$ cat src/hw/rtl/assert_macros.svh
// Assertion helpers shared by the timer bank RTL.
// All checks sample on the rising edge of clock and are off during reset.
`ifndef ASSERT_MACROS_SVH
`define ASSERT_MACROS_SVH

// Check that a property holds at every clock edge.
`define ASSERT_CLK(label, prop, msg) \
   label: assert property (@(posedge clock) disable iff (reset) (prop)) else $error(msg);

// Check that a condition never comes true.
`define ASSERT_NEVER(label, cond, msg) \
   `ASSERT_CLK(label, !(cond), msg)

`endif

$ cat src/hw/rtl/mtb_pkg.sv
package mtb_pkg;

   localparam int SLOT_W      = 4;
   localparam int PERIOD_W    = 32;
   localparam int QUEUE_DEPTH = 2;

   localparam logic [1:0] OP_INIT  = 2'd0;
   localparam logic [1:0] OP_START = 2'd1;
   localparam logic [1:0] OP_STOP  = 2'd2;
   localparam logic [1:0] OP_TICK  = 2'd3;

   localparam logic KIND_STATUS = 1'b0;
   localparam logic KIND_EVENT  = 1'b1;

   localparam logic STAT_OK      = 1'b0;
   localparam logic STAT_INVALID = 1'b1;

   // Classified command handed from the front end to the engine.
   typedef struct packed {
      logic [1:0]          opcode;
      logic [SLOT_W-1:0]   slot;
      logic [PERIOD_W-1:0] period;
      logic                reload;
      logic                reject;
   } cmd_type;

   // One result item.
   typedef struct packed {
      logic              kind;
      logic              status;
      logic [SLOT_W-1:0] slot;
      logic              last;
   } rsp_type;

endpackage

$ cat src/hw/rtl/mtb_ram.sv
module mtb_ram #(
   parameter int WIDTH = 32,
   parameter int DEPTH = 16
) (
   input  logic                                     clock,
   input  logic                                     wr_en,
   input  logic [((DEPTH > 1) ? $clog2(DEPTH) : 1)-1:0] wr_addr,
   input  logic [WIDTH-1:0]                         wr_data,
   input  logic                                     rd_en,
   input  logic [((DEPTH > 1) ? $clog2(DEPTH) : 1)-1:0] rd_addr,
   output logic [WIDTH-1:0]                         rd_data
);

   logic [WIDTH-1:0] mem_ff [DEPTH];
   logic [WIDTH-1:0] rd_data_ff;

   always_ff @(posedge clock) begin
      if (wr_en) begin
         mem_ff[wr_addr] <= wr_data;
      end
      if (rd_en) begin
         rd_data_ff <= mem_ff[rd_addr];
      end
   end

   assign rd_data = rd_data_ff;

endmodule

$ cat src/hw/rtl/mtb_fifo.sv
module mtb_fifo #(
   parameter int WIDTH = 8,
   parameter int DEPTH = 2
) (
   input  logic             clock,
   input  logic             reset,
   input  logic             push,
   input  logic [WIDTH-1:0] wr_data,
   output logic             full,
   input  logic             pop,
   output logic [WIDTH-1:0] rd_data,
   output logic             empty
);

`include "assert_macros.svh"

   localparam int PTR_W = (DEPTH > 1) ? $clog2(DEPTH) : 1;
   localparam int CNT_W = $clog2(DEPTH + 1);

   logic [WIDTH-1:0] mem_ff [DEPTH];
   logic [PTR_W-1:0] wr_ptr_ff, wr_ptr_in;
   logic [PTR_W-1:0] rd_ptr_ff, rd_ptr_in;
   logic [CNT_W-1:0] count_ff, count_in;
   logic             do_push;
   logic             do_pop;

   assign full    = (count_ff == CNT_W'(DEPTH));
   assign empty   = (count_ff == '0);
   assign do_push = push && !full;
   assign do_pop  = pop && !empty;
   assign rd_data = mem_ff[rd_ptr_ff];

   always_comb begin
      wr_ptr_in = wr_ptr_ff;
      rd_ptr_in = rd_ptr_ff;
      count_in  = count_ff;
      if (do_push) begin
         wr_ptr_in = (wr_ptr_ff == PTR_W'(DEPTH - 1)) ? '0 : wr_ptr_ff + PTR_W'(1);
      end
      if (do_pop) begin
         rd_ptr_in = (rd_ptr_ff == PTR_W'(DEPTH - 1)) ? '0 : rd_ptr_ff + PTR_W'(1);
      end
      if (do_push && !do_pop) begin
         count_in = count_ff + CNT_W'(1);
      end else if (do_pop && !do_push) begin
         count_in = count_ff - CNT_W'(1);
      end
   end

   always_ff @(posedge clock) begin
      if (reset) begin
         wr_ptr_ff <= '0;
         rd_ptr_ff <= '0;
         count_ff  <= '0;
      end else begin
         wr_ptr_ff <= wr_ptr_in;
         rd_ptr_ff <= rd_ptr_in;
         count_ff  <= count_in;
      end
   end

   always_ff @(posedge clock) begin
      if (do_push) begin
         mem_ff[wr_ptr_ff] <= wr_data;
      end
   end

   // occupancy must agree with the pointer distance
   `ASSERT_NEVER(a_fifo_count_ptrs, (count_ff != '0) && (count_ff != CNT_W'(DEPTH)) && (wr_ptr_ff == rd_ptr_ff), "fifo count disagrees with pointers")

endmodule

$ cat src/hw/rtl/mtb_front.sv
module mtb_front #(
   parameter int NUM_SLOTS   = 16,
   parameter int COUNT_WIDTH = 32
) (
   input  logic                          clock,
   input  logic                          reset,
   input  logic                          req_push,
   output logic                          req_full,
   input  logic [1:0]                    req_opcode,
   input  logic [mtb_pkg::SLOT_W-1:0]    req_slot_index,
   input  logic [mtb_pkg::PERIOD_W-1:0]  req_period_length,
   input  logic                          req_reload_mode,
   input  logic                          cmd_pop,
   output mtb_pkg::cmd_type              cmd,
   output logic                          cmd_empty
);

   import mtb_pkg::*;

   cmd_type                  cmd_new;
   logic                     slot_bad;
   logic                     period_zero;
   logic [$bits(cmd_type)-1:0] cmd_bits;

   // classify: out-of-range slot, or zero period after the cut on an init, is marked reject here (ticks never are)
   assign slot_bad    = (32'(req_slot_index) >= 32'(NUM_SLOTS));
   assign period_zero = (COUNT_WIDTH'(req_period_length) == '0);

   always_comb begin
      cmd_new.opcode = req_opcode;
      cmd_new.slot   = req_slot_index;
      cmd_new.period = req_period_length;
      cmd_new.reload = req_reload_mode;
      cmd_new.reject = (req_opcode != OP_TICK) &&
                       (slot_bad || ((req_opcode == OP_INIT) && period_zero));
   end

   mtb_fifo #(
      .WIDTH ($bits(cmd_type)),
      .DEPTH (QUEUE_DEPTH)
   ) u_cmd_fifo (
      .clock   (clock),
      .reset   (reset),
      .push    (req_push),
      .wr_data (cmd_new),
      .full    (req_full),
      .pop     (cmd_pop),
      .rd_data (cmd_bits),
      .empty   (cmd_empty)
   );

   assign cmd = cmd_type'(cmd_bits);

endmodule

$ cat src/hw/rtl/mtb_engine.sv
module mtb_engine #(
   parameter int NUM_SLOTS   = 16,
   parameter int COUNT_WIDTH = 32
) (
   input  logic             clock,
   input  logic             reset,
   input  mtb_pkg::cmd_type cmd,
   input  logic             cmd_empty,
   output logic             cmd_pop,
   output logic             rsp_push,
   output mtb_pkg::rsp_type rsp_data,
   input  logic             rsp_full
);

   import mtb_pkg::*;

`include "assert_macros.svh"

   localparam int SLOT_AW = (NUM_SLOTS > 1) ? $clog2(NUM_SLOTS) : 1;
   localparam int CNT_W   = $clog2(NUM_SLOTS + 1);

   localparam logic [1:0] S_IDLE  = 2'd0;
   localparam logic [1:0] S_START = 2'd1;
   localparam logic [1:0] S_WALK  = 2'd2;

   logic [1:0]             state_ff, state_in;
   logic [CNT_W-1:0]       rd_idx_ff, rd_idx_in;
   logic                   exe_valid_ff, exe_valid_in;
   logic [SLOT_AW-1:0]     exe_idx_ff, exe_idx_in;
   logic                   held_valid_ff, held_valid_in;
   logic [SLOT_W-1:0]      held_slot_ff, held_slot_in;
   logic [SLOT_W-1:0]      start_slot_ff, start_slot_in;
   logic [NUM_SLOTS-1:0]   running_ff, running_in;
   logic [NUM_SLOTS-1:0]   configured_ff, configured_in;
   logic [NUM_SLOTS-1:0]   periodic_ff, periodic_in;

   logic [SLOT_AW-1:0]     cmd_addr;
   logic [SLOT_AW-1:0]     start_addr;
   logic [COUNT_WIDTH-1:0] period_cut;
   logic                   per_wr;
   logic                   rem_wr;
   logic [SLOT_AW-1:0]     wr_addr;
   logic [COUNT_WIDTH-1:0] rem_wr_data;
   logic                   rd_en;
   logic [SLOT_AW-1:0]     rd_addr;
   logic [COUNT_WIDTH-1:0] per_rd;
   logic [COUNT_WIDTH-1:0] rem_rd;
   logic                   exe_live;
   logic                   exe_expire;
   logic                   walk_done;
   logic                   advance;

   assign cmd_addr   = SLOT_AW'(cmd.slot);
   assign start_addr = SLOT_AW'(start_slot_ff);
   assign period_cut = COUNT_WIDTH'(cmd.period);

   assign exe_live   = exe_valid_ff && running_ff[exe_idx_ff] && (rem_rd != '0);
   assign exe_expire = exe_live && (rem_rd == COUNT_WIDTH'(1));
   assign walk_done  = !exe_valid_ff && (rd_idx_ff == CNT_W'(NUM_SLOTS));
   // the slot in execute may only retire if the held expiry has room to leave
   assign advance    = !(exe_expire && held_valid_ff) || !rsp_full;

   always_comb begin
      state_in       = state_ff;
      rd_idx_in      = rd_idx_ff;
      exe_valid_in   = exe_valid_ff;
      exe_idx_in     = exe_idx_ff;
      held_valid_in  = held_valid_ff;
      held_slot_in   = held_slot_ff;
      start_slot_in  = start_slot_ff;
      running_in     = running_ff;
      configured_in  = configured_ff;
      periodic_in    = periodic_ff;
      cmd_pop        = 1'b0;
      per_wr         = 1'b0;
      rem_wr         = 1'b0;
      wr_addr        = cmd_addr;
      rem_wr_data    = period_cut;
      rd_en          = 1'b0;
      rd_addr        = cmd_addr;
      rsp_push       = 1'b0;
      rsp_data.kind   = KIND_STATUS;
      rsp_data.status = STAT_OK;
      rsp_data.slot   = cmd.slot;
      rsp_data.last   = 1'b1;

      case (state_ff)
         S_IDLE: begin
            if (!cmd_empty) begin
               if (cmd.opcode == OP_TICK) begin
                  cmd_pop       = 1'b1;
                  rd_idx_in     = '0;
                  exe_valid_in  = 1'b0;
                  held_valid_in = 1'b0;
                  state_in      = S_WALK;
               end else if ((cmd.opcode == OP_START) && !cmd.reject &&
                            configured_ff[cmd_addr]) begin
                  cmd_pop       = 1'b1;
                  rd_en         = 1'b1;
                  start_slot_in = cmd.slot;
                  state_in      = S_START;
               end else if (!rsp_full) begin
                  cmd_pop  = 1'b1;
                  rsp_push = 1'b1;
                  if (cmd.reject || (cmd.opcode == OP_START)) begin
                     // a start that lands here is rejected or addresses a slot never set up
                     rsp_data.status = STAT_INVALID;
                  end else if (cmd.opcode == OP_INIT) begin
                     per_wr                  = 1'b1;
                     rem_wr                  = 1'b1;
                     periodic_in[cmd_addr]   = cmd.reload;
                     running_in[cmd_addr]    = 1'b0;
                     configured_in[cmd_addr] = 1'b1;
                  end else begin
                     running_in[cmd_addr] = 1'b0;
                  end
               end
            end
         end

         S_START: begin
            if (!rsp_full) begin
               rem_wr                 = 1'b1;
               wr_addr                = start_addr;
               rem_wr_data            = per_rd;
               running_in[start_addr] = 1'b1;
               rsp_push               = 1'b1;
               rsp_data.slot          = start_slot_ff;
               state_in               = S_IDLE;
            end
         end

         S_WALK: begin
            rd_addr        = rd_idx_ff[SLOT_AW-1:0];
            rsp_data.kind  = KIND_EVENT;
            rsp_data.slot  = held_slot_ff;
            if (walk_done) begin
               if (!held_valid_ff) begin
                  state_in = S_IDLE;
               end else if (!rsp_full) begin
                  rsp_push      = 1'b1;
                  rsp_data.last = 1'b1;
                  held_valid_in = 1'b0;
                  state_in      = S_IDLE;
               end
            end else if (advance) begin
               if (exe_live) begin
                  rem_wr  = 1'b1;
                  wr_addr = exe_idx_ff;
                  if (exe_expire) begin
                     rem_wr_data = periodic_ff[exe_idx_ff] ? per_rd : '0;
                     if (!periodic_ff[exe_idx_ff]) begin
                        running_in[exe_idx_ff] = 1'b0;
                     end
                     if (held_valid_ff) begin
                        rsp_push      = 1'b1;
                        rsp_data.last = 1'b0;
                     end
                     held_valid_in = 1'b1;
                     held_slot_in  = SLOT_W'(exe_idx_ff);
                  end else begin
                     rem_wr_data = rem_rd - COUNT_WIDTH'(1);
                  end
               end
               if (rd_idx_ff != CNT_W'(NUM_SLOTS)) begin
                  rd_en        = 1'b1;
                  exe_valid_in = 1'b1;
                  exe_idx_in   = rd_idx_ff[SLOT_AW-1:0];
                  rd_idx_in    = rd_idx_ff + CNT_W'(1);
               end else begin
                  exe_valid_in = 1'b0;
               end
            end
         end

         default: begin
            state_in = S_IDLE;
         end
      endcase
   end

   always_ff @(posedge clock) begin
      if (reset) begin
         state_ff      <= S_IDLE;
         rd_idx_ff     <= '0;
         exe_valid_ff  <= 1'b0;
         held_valid_ff <= 1'b0;
         running_ff    <= '0;
         configured_ff <= '0;
         periodic_ff   <= '0;
      end else begin
         state_ff      <= state_in;
         rd_idx_ff     <= rd_idx_in;
         exe_valid_ff  <= exe_valid_in;
         held_valid_ff <= held_valid_in;
         running_ff    <= running_in;
         configured_ff <= configured_in;
         periodic_ff   <= periodic_in;
      end
   end

   always_ff @(posedge clock) begin
      exe_idx_ff    <= exe_idx_in;
      held_slot_ff  <= held_slot_in;
      start_slot_ff <= start_slot_in;
   end

   mtb_ram #(
      .WIDTH (COUNT_WIDTH),
      .DEPTH (NUM_SLOTS)
   ) u_period_ram (
      .clock   (clock),
      .wr_en   (per_wr),
      .wr_addr (wr_addr),
      .wr_data (period_cut),
      .rd_en   (rd_en),
      .rd_addr (rd_addr),
      .rd_data (per_rd)
   );

   mtb_ram #(
      .WIDTH (COUNT_WIDTH),
      .DEPTH (NUM_SLOTS)
   ) u_remain_ram (
      .clock   (clock),
      .wr_en   (rem_wr),
      .wr_addr (wr_addr),
      .wr_data (rem_wr_data),
      .rd_en   (rd_en),
      .rd_addr (rd_addr),
      .rd_data (rem_rd)
   );

   `ASSERT_NEVER(a_run_needs_config, (running_ff & ~configured_ff) != '0, "running slot was never set up")
   `ASSERT_NEVER(a_held_only_in_walk, held_valid_ff && (state_ff != S_WALK), "expiry held outside a tick walk")
   `ASSERT_NEVER(a_push_into_full, rsp_push && rsp_full, "result pushed into a full queue")

endmodule

$ cat src/hw/rtl/multi_timer_bank.sv
// Channel   | Handshake          | Payload
// ----------+--------------------+------------------------------------------------
// request   | req_push/req_full  | opcode, slot_index, period_length, reload_mode
// response  | rsp_pop/rsp_empty  | result_kind, status_code, event_slot, last_of_run
//
// Init, stop and rejects are done as they are taken; start reads the period, then writes it.
// A tick walk takes the tick, reads each slot through the remaining-count RAM read port,
// retires the last slot and then flushes the held expiry.
// Synchronous active-high reset clears the slot flags and queues; the count RAMs
// need no clearing pass, since a slot's counts are used only once its flags say it is set up.
// Both sides have a two-entry queue; the walk holds while it must push an expiry into a full result queue.
module multi_timer_bank #(
   parameter int NUM_SLOTS   = 16,
   parameter int COUNT_WIDTH = 32
) (
   input  logic        clock,
   input  logic        reset,
   input  logic        req_push,
   output logic        req_full,
   input  logic [1:0]  req_opcode,
   input  logic [3:0]  req_slot_index,
   input  logic [31:0] req_period_length,
   input  logic        req_reload_mode,
   output logic        rsp_empty,
   input  logic        rsp_pop,
   output logic        rsp_result_kind,
   output logic        rsp_status_code,
   output logic [3:0]  rsp_event_slot,
   output logic        rsp_last_of_run
);

   import mtb_pkg::*;

   cmd_type                    cmd;
   logic                       cmd_empty;
   logic                       cmd_pop;
   logic                       rsp_push;
   logic                       rsp_full;
   rsp_type                    rsp_new;
   logic [$bits(rsp_type)-1:0] rsp_bits;
   rsp_type                    rsp_head;

   // Front end: classify each item (range and zero-period checks) and queue it.
   mtb_front #(
      .NUM_SLOTS   (NUM_SLOTS),
      .COUNT_WIDTH (COUNT_WIDTH)
   ) u_front (
      .clock             (clock),
      .reset             (reset),
      .req_push          (req_push),
      .req_full          (req_full),
      .req_opcode        (req_opcode),
      .req_slot_index    (req_slot_index),
      .req_period_length (req_period_length),
      .req_reload_mode   (req_reload_mode),
      .cmd_pop           (cmd_pop),
      .cmd               (cmd),
      .cmd_empty         (cmd_empty)
   );

   // Back end: execute commands against the slot state and walk slots on a tick.
   mtb_engine #(
      .NUM_SLOTS   (NUM_SLOTS),
      .COUNT_WIDTH (COUNT_WIDTH)
   ) u_engine (
      .clock     (clock),
      .reset     (reset),
      .cmd       (cmd),
      .cmd_empty (cmd_empty),
      .cmd_pop   (cmd_pop),
      .rsp_push  (rsp_push),
      .rsp_data  (rsp_new),
      .rsp_full  (rsp_full)
   );

   // Result queue: decouple the engine from the consumer.
   mtb_fifo #(
      .WIDTH ($bits(rsp_type)),
      .DEPTH (QUEUE_DEPTH)
   ) u_rsp_fifo (
      .clock   (clock),
      .reset   (reset),
      .push    (rsp_push),
      .wr_data (rsp_new),
      .full    (rsp_full),
      .pop     (rsp_pop),
      .rd_data (rsp_bits),
      .empty   (rsp_empty)
   );

   // Unpack the head item onto the result ports.
   assign rsp_head        = rsp_type'(rsp_bits);
   assign rsp_result_kind = rsp_head.kind;
   assign rsp_status_code = rsp_head.status;
   assign rsp_event_slot  = rsp_head.slot;
   assign rsp_last_of_run = rsp_head.last;

endmodule
$ cat config.mk
export PLATFORM = sky130hd
export DESIGN_NAME = multi_timer_bank
export DESIGN_NICKNAME = d
export VERILOG_FILES = /design/src/hw/rtl/mtb_pkg.sv /design/src/hw/rtl/mtb_ram.sv /design/src/hw/rtl/mtb_fifo.sv /design/src/hw/rtl/mtb_front.sv /design/src/hw/rtl/mtb_engine.sv /design/src/hw/rtl/multi_timer_bank.sv
export VERILOG_INCLUDE_DIRS = /design/src /design/src/hw/rtl
export SDC_FILE = /design/constraint.sdc
export NUM_CORES = 1
export LEC_CHECK = 0
export BUFFER_PORTS_ARGS = -buffer_cell sky130_fd_sc_hd__buf_2
export CORE_MARGIN = 2
export CORE_UTILIZATION = 50
export DETAILED_ROUTE_END_ITERATION = 10
export HOLD_SLACK_MARGIN = 0.08
export MAX_ROUTING_LAYER = met4
export PLACE_DENSITY = 0.73
export RECOVER_POWER = 25
export SYNTH_ARGS = -nofsm -noshare
export SYNTH_HDL_FRONTEND = slang
export SYNTH_HIERARCHICAL = 1
export SYNTH_SLANG_ARGS = --single-unit
$ cat constraint.sdc
create_clock -name clock -period 6.45 [get_ports clock]
set_input_delay 0.3225 -clock clock [delete_from_list [all_inputs] [get_ports clock]]
set_output_delay 0.3225 -clock clock [all_outputs]
set_load 0.01 [all_outputs]
# Yosys cells after proc, flatten, opt, wreduce, memory -nomap -nowiden
# Memories as Yosys holds them, arrays and structs flattened. A register that Yosys moved wholly into a read port is not among the register bits.
# Cells that the tools add are included.
dict set report word_totals {
  ff_bits 77
  ramBits 1118
  input_bits 43
  output_inout_bits 9
  wordCells 259
  memories 4
}
dict set report classes {
  add_sub_neg 10
  n_lt_le_gt_ge 6
  eq_ne 28
  mux 130
  bitwise_logic 12
  n_reduce_logical 53
}
# name depth width read_ports rd_ports_with_merged_regs write_ports line
set mem_list {}
lappend mem_list {u_engine.u_period_ram.mem_ff 16 32 1 1 1 mtb_ram.sv:14} ;# logic [WIDTH-1:0] mem_ff [DEPTH];
lappend mem_list {u_engine.u_remain_ram.mem_ff 16 32 1 1 1 mtb_ram.sv:14}
lappend mem_list {u_front.u_cmd_fifo.mem_ff 2 40 1 1 1 mtb_fifo.sv:20} ;# logic [WIDTH-1:0] mem_ff [DEPTH];
lappend mem_list {u_rsp_fifo.mem_ff 2 7 1 1 1 mtb_fifo.sv:20}
# operator count
set op_table {}
lappend op_table {{$mux W32} 6}
lappend op_table {{$mux W16} 11}
lappend op_table {{$mux W1} 75}
lappend op_table {{$pmux W32 S2} 1}
lappend op_table {{$pmux W16 S3} 1}
lappend op_table {{$and A16 B16 Y16} 2}
lappend op_table {{$eq A32 B1 Y1 const B} 1}
lappend op_table {{$logic_not A32 Y1} 1}
lappend op_table {{$not A16 Y16} 2}
lappend op_table {{$or A16 B16 Y16} 2}
lappend op_table {{$reduce_bool A32 Y1} 1}
lappend op_table {{$sub A32 B1 Y32 const B} 1}
lappend op_table {{$mux W5} 5}
lappend op_table {{$logic_and A1 B1 Y1} 20}
lappend op_table {{$mux W2} 10}
lappend op_table {{$mux W4} 5}
lappend op_table {{$ne A2 B2 Y1 const B} 9}
lappend op_table {{$bwmux W16} 1}
lappend op_table {{$pmux W4 S2} 2}
lappend op_table {{$lt A4 B5 Y1 const B} 3}
lappend op_table {{$bmux W1 S4} 3}
lappend op_table {{$demux W1 S4} 3}
lappend op_table {{$ge A4 B1 Y1 const B} 3}
lappend op_table {{$ne A2 B1 Y1 const B} 6}
lappend op_table {{25 further kinds} 65}

# Longest topological paths before layout
dict set report logic_depth {
  word_depth 16
  mapped_depth 16
  depth_no_buf 14
}

# Cells and area by module
# The synthesis kept the hierarchy.
# module instances cells_each area_per_inst_um2 seq_area_each_um2
set by_module_without_submodules {}
lappend by_module_without_submodules {mtb_ram 2 838 20155.6 16335.7}
lappend by_module_without_submodules {mtb_engine 1 773 5881.9 1501.4}
lappend by_module_without_submodules {{mtb_fifo at u_front.u_cmd_fifo} 1 149 3090.5 2502.4}
lappend by_module_without_submodules {{mtb_fifo at u_rsp_fifo} 1 47 721.9 520.5}
lappend by_module_without_submodules {mtb_front 1 13 85.1 0.0}

# Least setup slack after synthesis
# Ideal clock, no wire load.
dict set report synth_timing {
  path_type {reg-to-reg}
  from {register with a tool-made name}
  to {register u_engine.u_period_ram.rd_data_ff[0], in the netlist u_engine/u_period_ram/rd_data[0] (read register of u_engine.u_period_ram.mem_ff) (enable)}
  setup_ps 574
  arrival_ps 6341
  t_required_ps 5876
  path_slack_ps -466
  stages_incl_launch_ff 8
  n_path_buf 2
  period_less_slack_ps 6916
  cell_sequence {dfxtp_1 > buf_2 > mux2_2 > clkbuf_1 > mux4_2 > mux4_2 > nand3_1 > o21ai_0}
}
# item line
set synth_lines {}
lappend synth_lines {{end, declared} mtb_ram.sv:15} ;# logic [WIDTH-1:0] rd_data_ff;

# Worst setup path in the final report
dict set report layout_timing {
  from {register u_engine.u_remain_ram.rd_data_ff[10], in the netlist u_engine/u_remain_ram/rd_data[10] (read register of u_engine.u_remain_ram.mem_ff)}
  to {memory u_engine.u_period_ram.mem_ff[4][7], in the netlist u_engine/u_period_ram/mem_ff[2][7] (enable)}
}
dict set report layout_between {
  elab_chain_len 9
  word_cells_on_any_way 11
  cone_classes {eq/ne (1); mux (4); reduce/logical (6)}
}
# item line
set layout_rtl {}
lappend layout_rtl {{start, declared} mtb_ram.sv:15}
lappend layout_rtl {{$reduce_bool A32 Y1} mtb_engine.sv:57} ;# assign exe_live = exe_valid_ff && running_ff[exe_idx_ff] && (rem_rd != '0);
lappend layout_rtl {{$logic_and A1 B1 Y1} mtb_engine.sv:57}
lappend layout_rtl {{$logic_and A1 B1 Y1} mtb_engine.sv:58} ;# assign exe_expire = exe_live && (rem_rd == COUNT_WIDTH'(1));
lappend layout_rtl {{$logic_and A1 B1 Y1} mtb_engine.sv:61} ;# assign advance = !(exe_expire && held_valid_ff) || !rsp_full;
lappend layout_rtl {{$logic_not A1 Y1} mtb_engine.sv:61}
lappend layout_rtl {{$logic_or A1 B1 Y1} mtb_engine.sv:61}
lappend layout_rtl {{$mux W4 (*)} mtb_engine.sv:146} ;# end else if (advance) begin
lappend layout_rtl {{$mux W4 (*)} mtb_engine.sv:137} ;# if (walk_done) begin
lappend layout_rtl {{$pmux W4 S2 (*)} mtb_engine.sv:87} ;# case (state_ff)
lappend layout_rtl {{net u_engine.wr_addr[2]} mtb_engine.sv:42} ;# logic [SLOT_AW-1:0] wr_addr;
lappend layout_rtl {{end, declared} mtb_ram.sv:14}
# The timed path passes the listed nets; every way through them passes the cells marked *.

==> impl_metrics.json <==
{
  "crit_slowest_cell": "nor2_4",
  "grt_max_degree": 88,
  "finalWirelength_um": 114900,
  "first_iter_violations": 3648,
  "post_cts_resized": 0,
  "synth-seq-cells": 1261,
  "rr_endpoint": "u_engine/u_period_ram/mem_ff[2][7]",
  "power.internal_mw": 16.91,
  "start_util_pct": 50.24,
  "fin_cells": 4162,
  "status": "finished with violations",
  "grt_pass1_vias": 26678,
  "p_sw_share_pct": 31.95,
  "die_width_um": 320.5,
  "hpwl_um": 70170,
  "yosysSeqAreaShare_pct": 74.26,
  "critPathMaxFanout": 32,
  "required_ns": 6.77,
  "avgSynthCellArea_um2": 18.85,
  "p_seq_share_pct": 43.0,
  "crit_arrival_ns": 5.79,
  "design_area_mm2": 0.05622,
  "r2r_start": "u_engine/u_remain_ram/rd_data[10]",
  "violations": "capacitance limit, slew limit",
  "ys.flop_type": "edfxtp_1",
  "fp-row-count": 116,
  "startpoint": "u_engine/u_remain_ram/rd_data[10]",
  "drc": 0,
  "synth_top_area_share_pct": 71.58,
  "fin_nets": 2816,
  "synthArstFlopShare_pct": 0,
  "fin_crit_sh_pct": 84.87,
  "globalplace.congestion": 0.9219,
  "clk_pin_slew_worst_paths_ns": 0.06,
  "syn_to_final_growth_pct": 12.24,
  "dp.cells": 3897,
  "htree_levels": 3,
  "power.leakage_nw": 17.54,
  "synth_edf_count": 1194,
  "crit_chain": "or4_4 > or4_1 > nor4_1 > a21oi_1 > nand2_1 > o2bb2ai_1 > o2bb2ai_1 > or3b_2 > nor2_4",
  "final.setup.tns_ns": 0,
  "cts_tree": "yes",
  "hold_viol_final": 0,
  "worst_clock_skew_ns": 0.03200,
  "gr-usage-all-layers_pct": 23.02,
  "routedWlPerCell_um": 27.61,
  "hold_start": "reset",
  "power.switching_mw": 7.941,
  "yosysWarnings": 6,
  "grt_pass1_wl_um": 170900,
  "p_per_area_mw_per_mm2": 442.0,
  "end_kind": "register",
  "io_pins": 52,
  "netlist_area_mm2": 0.05009,
  "critPathLaunchType": "register",
  "worst_path_largest_cell_delay_ns": 0.95,
  "antenna_found_initial": 1,
  "cts_root_buf": "clkbuf_16",
  "layout_common_cells": "edfxtp_1, mux4_2, a22oi_1",
  "total_power_mw": 24.85,
  "numPortBuffers": 51,
  "p_comb_share_pct": 29.3,
  "cts.sinks": 1261,
  "grt_overflow": 0,
  "first_pass_iters": 6,
  "worst_slew_pin_slew_ns": 2.808,
  "numCtsBuffers": 120,
  "vdd_drop_max_mv": 0.2921,
  "drv_slew": 83,
  "fmax_ghz": 0.1827,
  "ant_nets": 0,
  "maxCapViolations": 2,
  "slew-limit-headroom_pct": -87.21,
  "rsz0062_at_grt": "no",
  "finalSetupViolCount": 0,
  "clockPowerShare_pct": 27.6,
  "die-area_mm2": 0.1027,
  "vias": 26520,
  "die_y_um": 320.5,
  "path_buf_inv": 0,
  "insertion_delay_ns": 0.72,
  "drive_gt1_share_pct": 20.15,
  "netlist_instances": 2658,
  "coreArea_mm2": 0.09971,
  "worst_hold_path_type": "in -> reg",
  "cts_buffer_depth": 3,
  "yosys.area.top_type": "edfxtp_1",
  "viasPerCell": 6.372,
  "rr_worst_depth": 9,
  "synth_cell_types": 67,
  "final_common_cell": "edfxtp_1",
  "synth_nets": 2712,
  "yosys-top-cells-area": "edfxtp_1, mux4_2, dfxtp_1, a22oi_1, mux2_2",
  "cp_top_family": "simple AND/OR/NAND/NOR gates",
  "worstSetupEndpoint": "u_engine/u_period_ram/mem_ff[2][7]",
  "post_dp_cell_area_mm2": 0.05203,
  "period_needed_ns": 5.474,
  "critical_path_depth": 9,
  "crit_type": "reg -> reg",
  "regToRegSetupSlack_ns": 0.98,
  "cpMostUsedCell": "o2bb2ai_1",
  "insertedDiodeCount": 0
}
==> cells in the mapped netlist, drive strengths merged (23+ instances only) <==
master and number:
nor4 27, buf 66, nand3 35, edfxtp 1194
mux2i 23, o21ai 56, nor2 118, dfxtp 67
nand2 126, a221o 23, mux4 265, inv 24
clkbuf 93, a21oi 44, nor3 27, a22oi 163
mux2 52, nor2b 44
==> flip-flops by register name, summed over array words and instances (netlist names), 2 cells and up, named ones only <==
signal                         flops
u_engine/u_period_ram/rd_data     32
u_rsp_fifo/count_ff                2
u_engine/u_period_ram/mem_ff     512
u_engine/state_ff                  2
u_engine/u_remain_ram/rd_data     32
u_engine/exe_idx_ff                4
u_engine/configured_ff            16
u_front/u_cmd_fifo/count_ff        2
u_engine/u_remain_ram/mem_ff     512
u_front/u_cmd_fifo/mem_ff         80
u_engine/periodic_ff              16
u_rsp_fifo/mem_ff                 14
u_engine/rd_idx_ff                 5
u_engine/running_ff               16
u_engine/start_addr                4
u_engine/held_slot_ff              4
==> cell type report <==
type                       instances  area [µm²]
inverter                          24       90.09
clock inverter                    87       754.5
multi-input combinational       1214       12440
fill                            7144       43490
timing repair buffer             141        1028
clock buffer                     137        3088
tap                             1298        1624
sequential                      1261       37200
==> layer usage <==
layer / wire (µm) / vias up / track usage, %
li1: - / 11140 / -
met4: 3312 / 0 / 7.126
met2: 57330 / 1338 / 37.11
met3: 9547 / 215 / 3.467
met1: 44730 / 13827 / 30.58
met5: 0 / - / -
==> power groups by stage <==
stage | Combinational (mW) | Clock [mW] | Sequential (mW)
after floorplan | 4.87 | 0 | 10.7
after CTS | 7.36 | 6.98 | 10.7
final | 7.29 | 6.87 | 10.7
after detailed placement | 7.30 | 0 | 10.9
after global routing | 7.75 | 7.29 | 10.7
after global placement | 7.14 | 0 | 10.8
==> worst reg2reg max path: stages, from the launching register on <==
cell       delay (ns)
edfxtp_1         0.47
or4_4            0.59
or4_1            0.70
nor4_1           0.73
a21oi_1          0.22
nand2_1          0.20
o2bb2ai_1        0.10
o2bb2ai_1        0.37
or3b_2           0.71
nor2_4           0.95
==> through the flow <==
step	setup slack (ns)	utilization, %	hold WS [ns]
finish	0.9758	56.38	0.2184
global route	0.8287	56.38	0.2410
CTS	1.100	56.45	0.1842
detailed placement	1.148	52.18	0.4532
global placement	1.247	52.18	0.4395
floorplan	0.8139	-	0.3916
==> kinds of logic (layout without fill, tap and decap cells) <==
kind of cell,count (synthesis),after routing,share of synthesized area (%)
adder cells (fa/ha/maj),11,11,0.2748
AO/OA/AOI/OAI,367,367,5.228
multiplexers,340,340,13.54
XOR/XNOR,37,37,0.6469
AND/OR/NAND/NOR,459,459,4.486
buffers and inverters,183,389,1.564
flip-flops,1261,1261,74.26
==> worst min path at each step <==
stage / to / slack, ns / cells past startpoint
3_3_place_gp: u_engine/periodic_ff[5] / 0.44 / 2
3_5_place_dp: u_engine/configured_ff[14] / 0.45 / 2
4_1_cts: u_rsp_fifo/count_ff[0] / 0.18 / 3
6_report: register / 0.22 / 3
5_1_grt: u_engine/configured_ff[11] / 0.24 / 3
2_1_floorplan: u_front/u_cmd_fifo/count_ff[1] / 0.39 / 1
==> what timing repair did <==
action / 4_1_cts / 5_1_grt
endpoints found under the hold margin: 80 / 0
buffers inserted: 0 / 0
hold buffers: 41 / 0
Power figures use the tool's default switching activity.
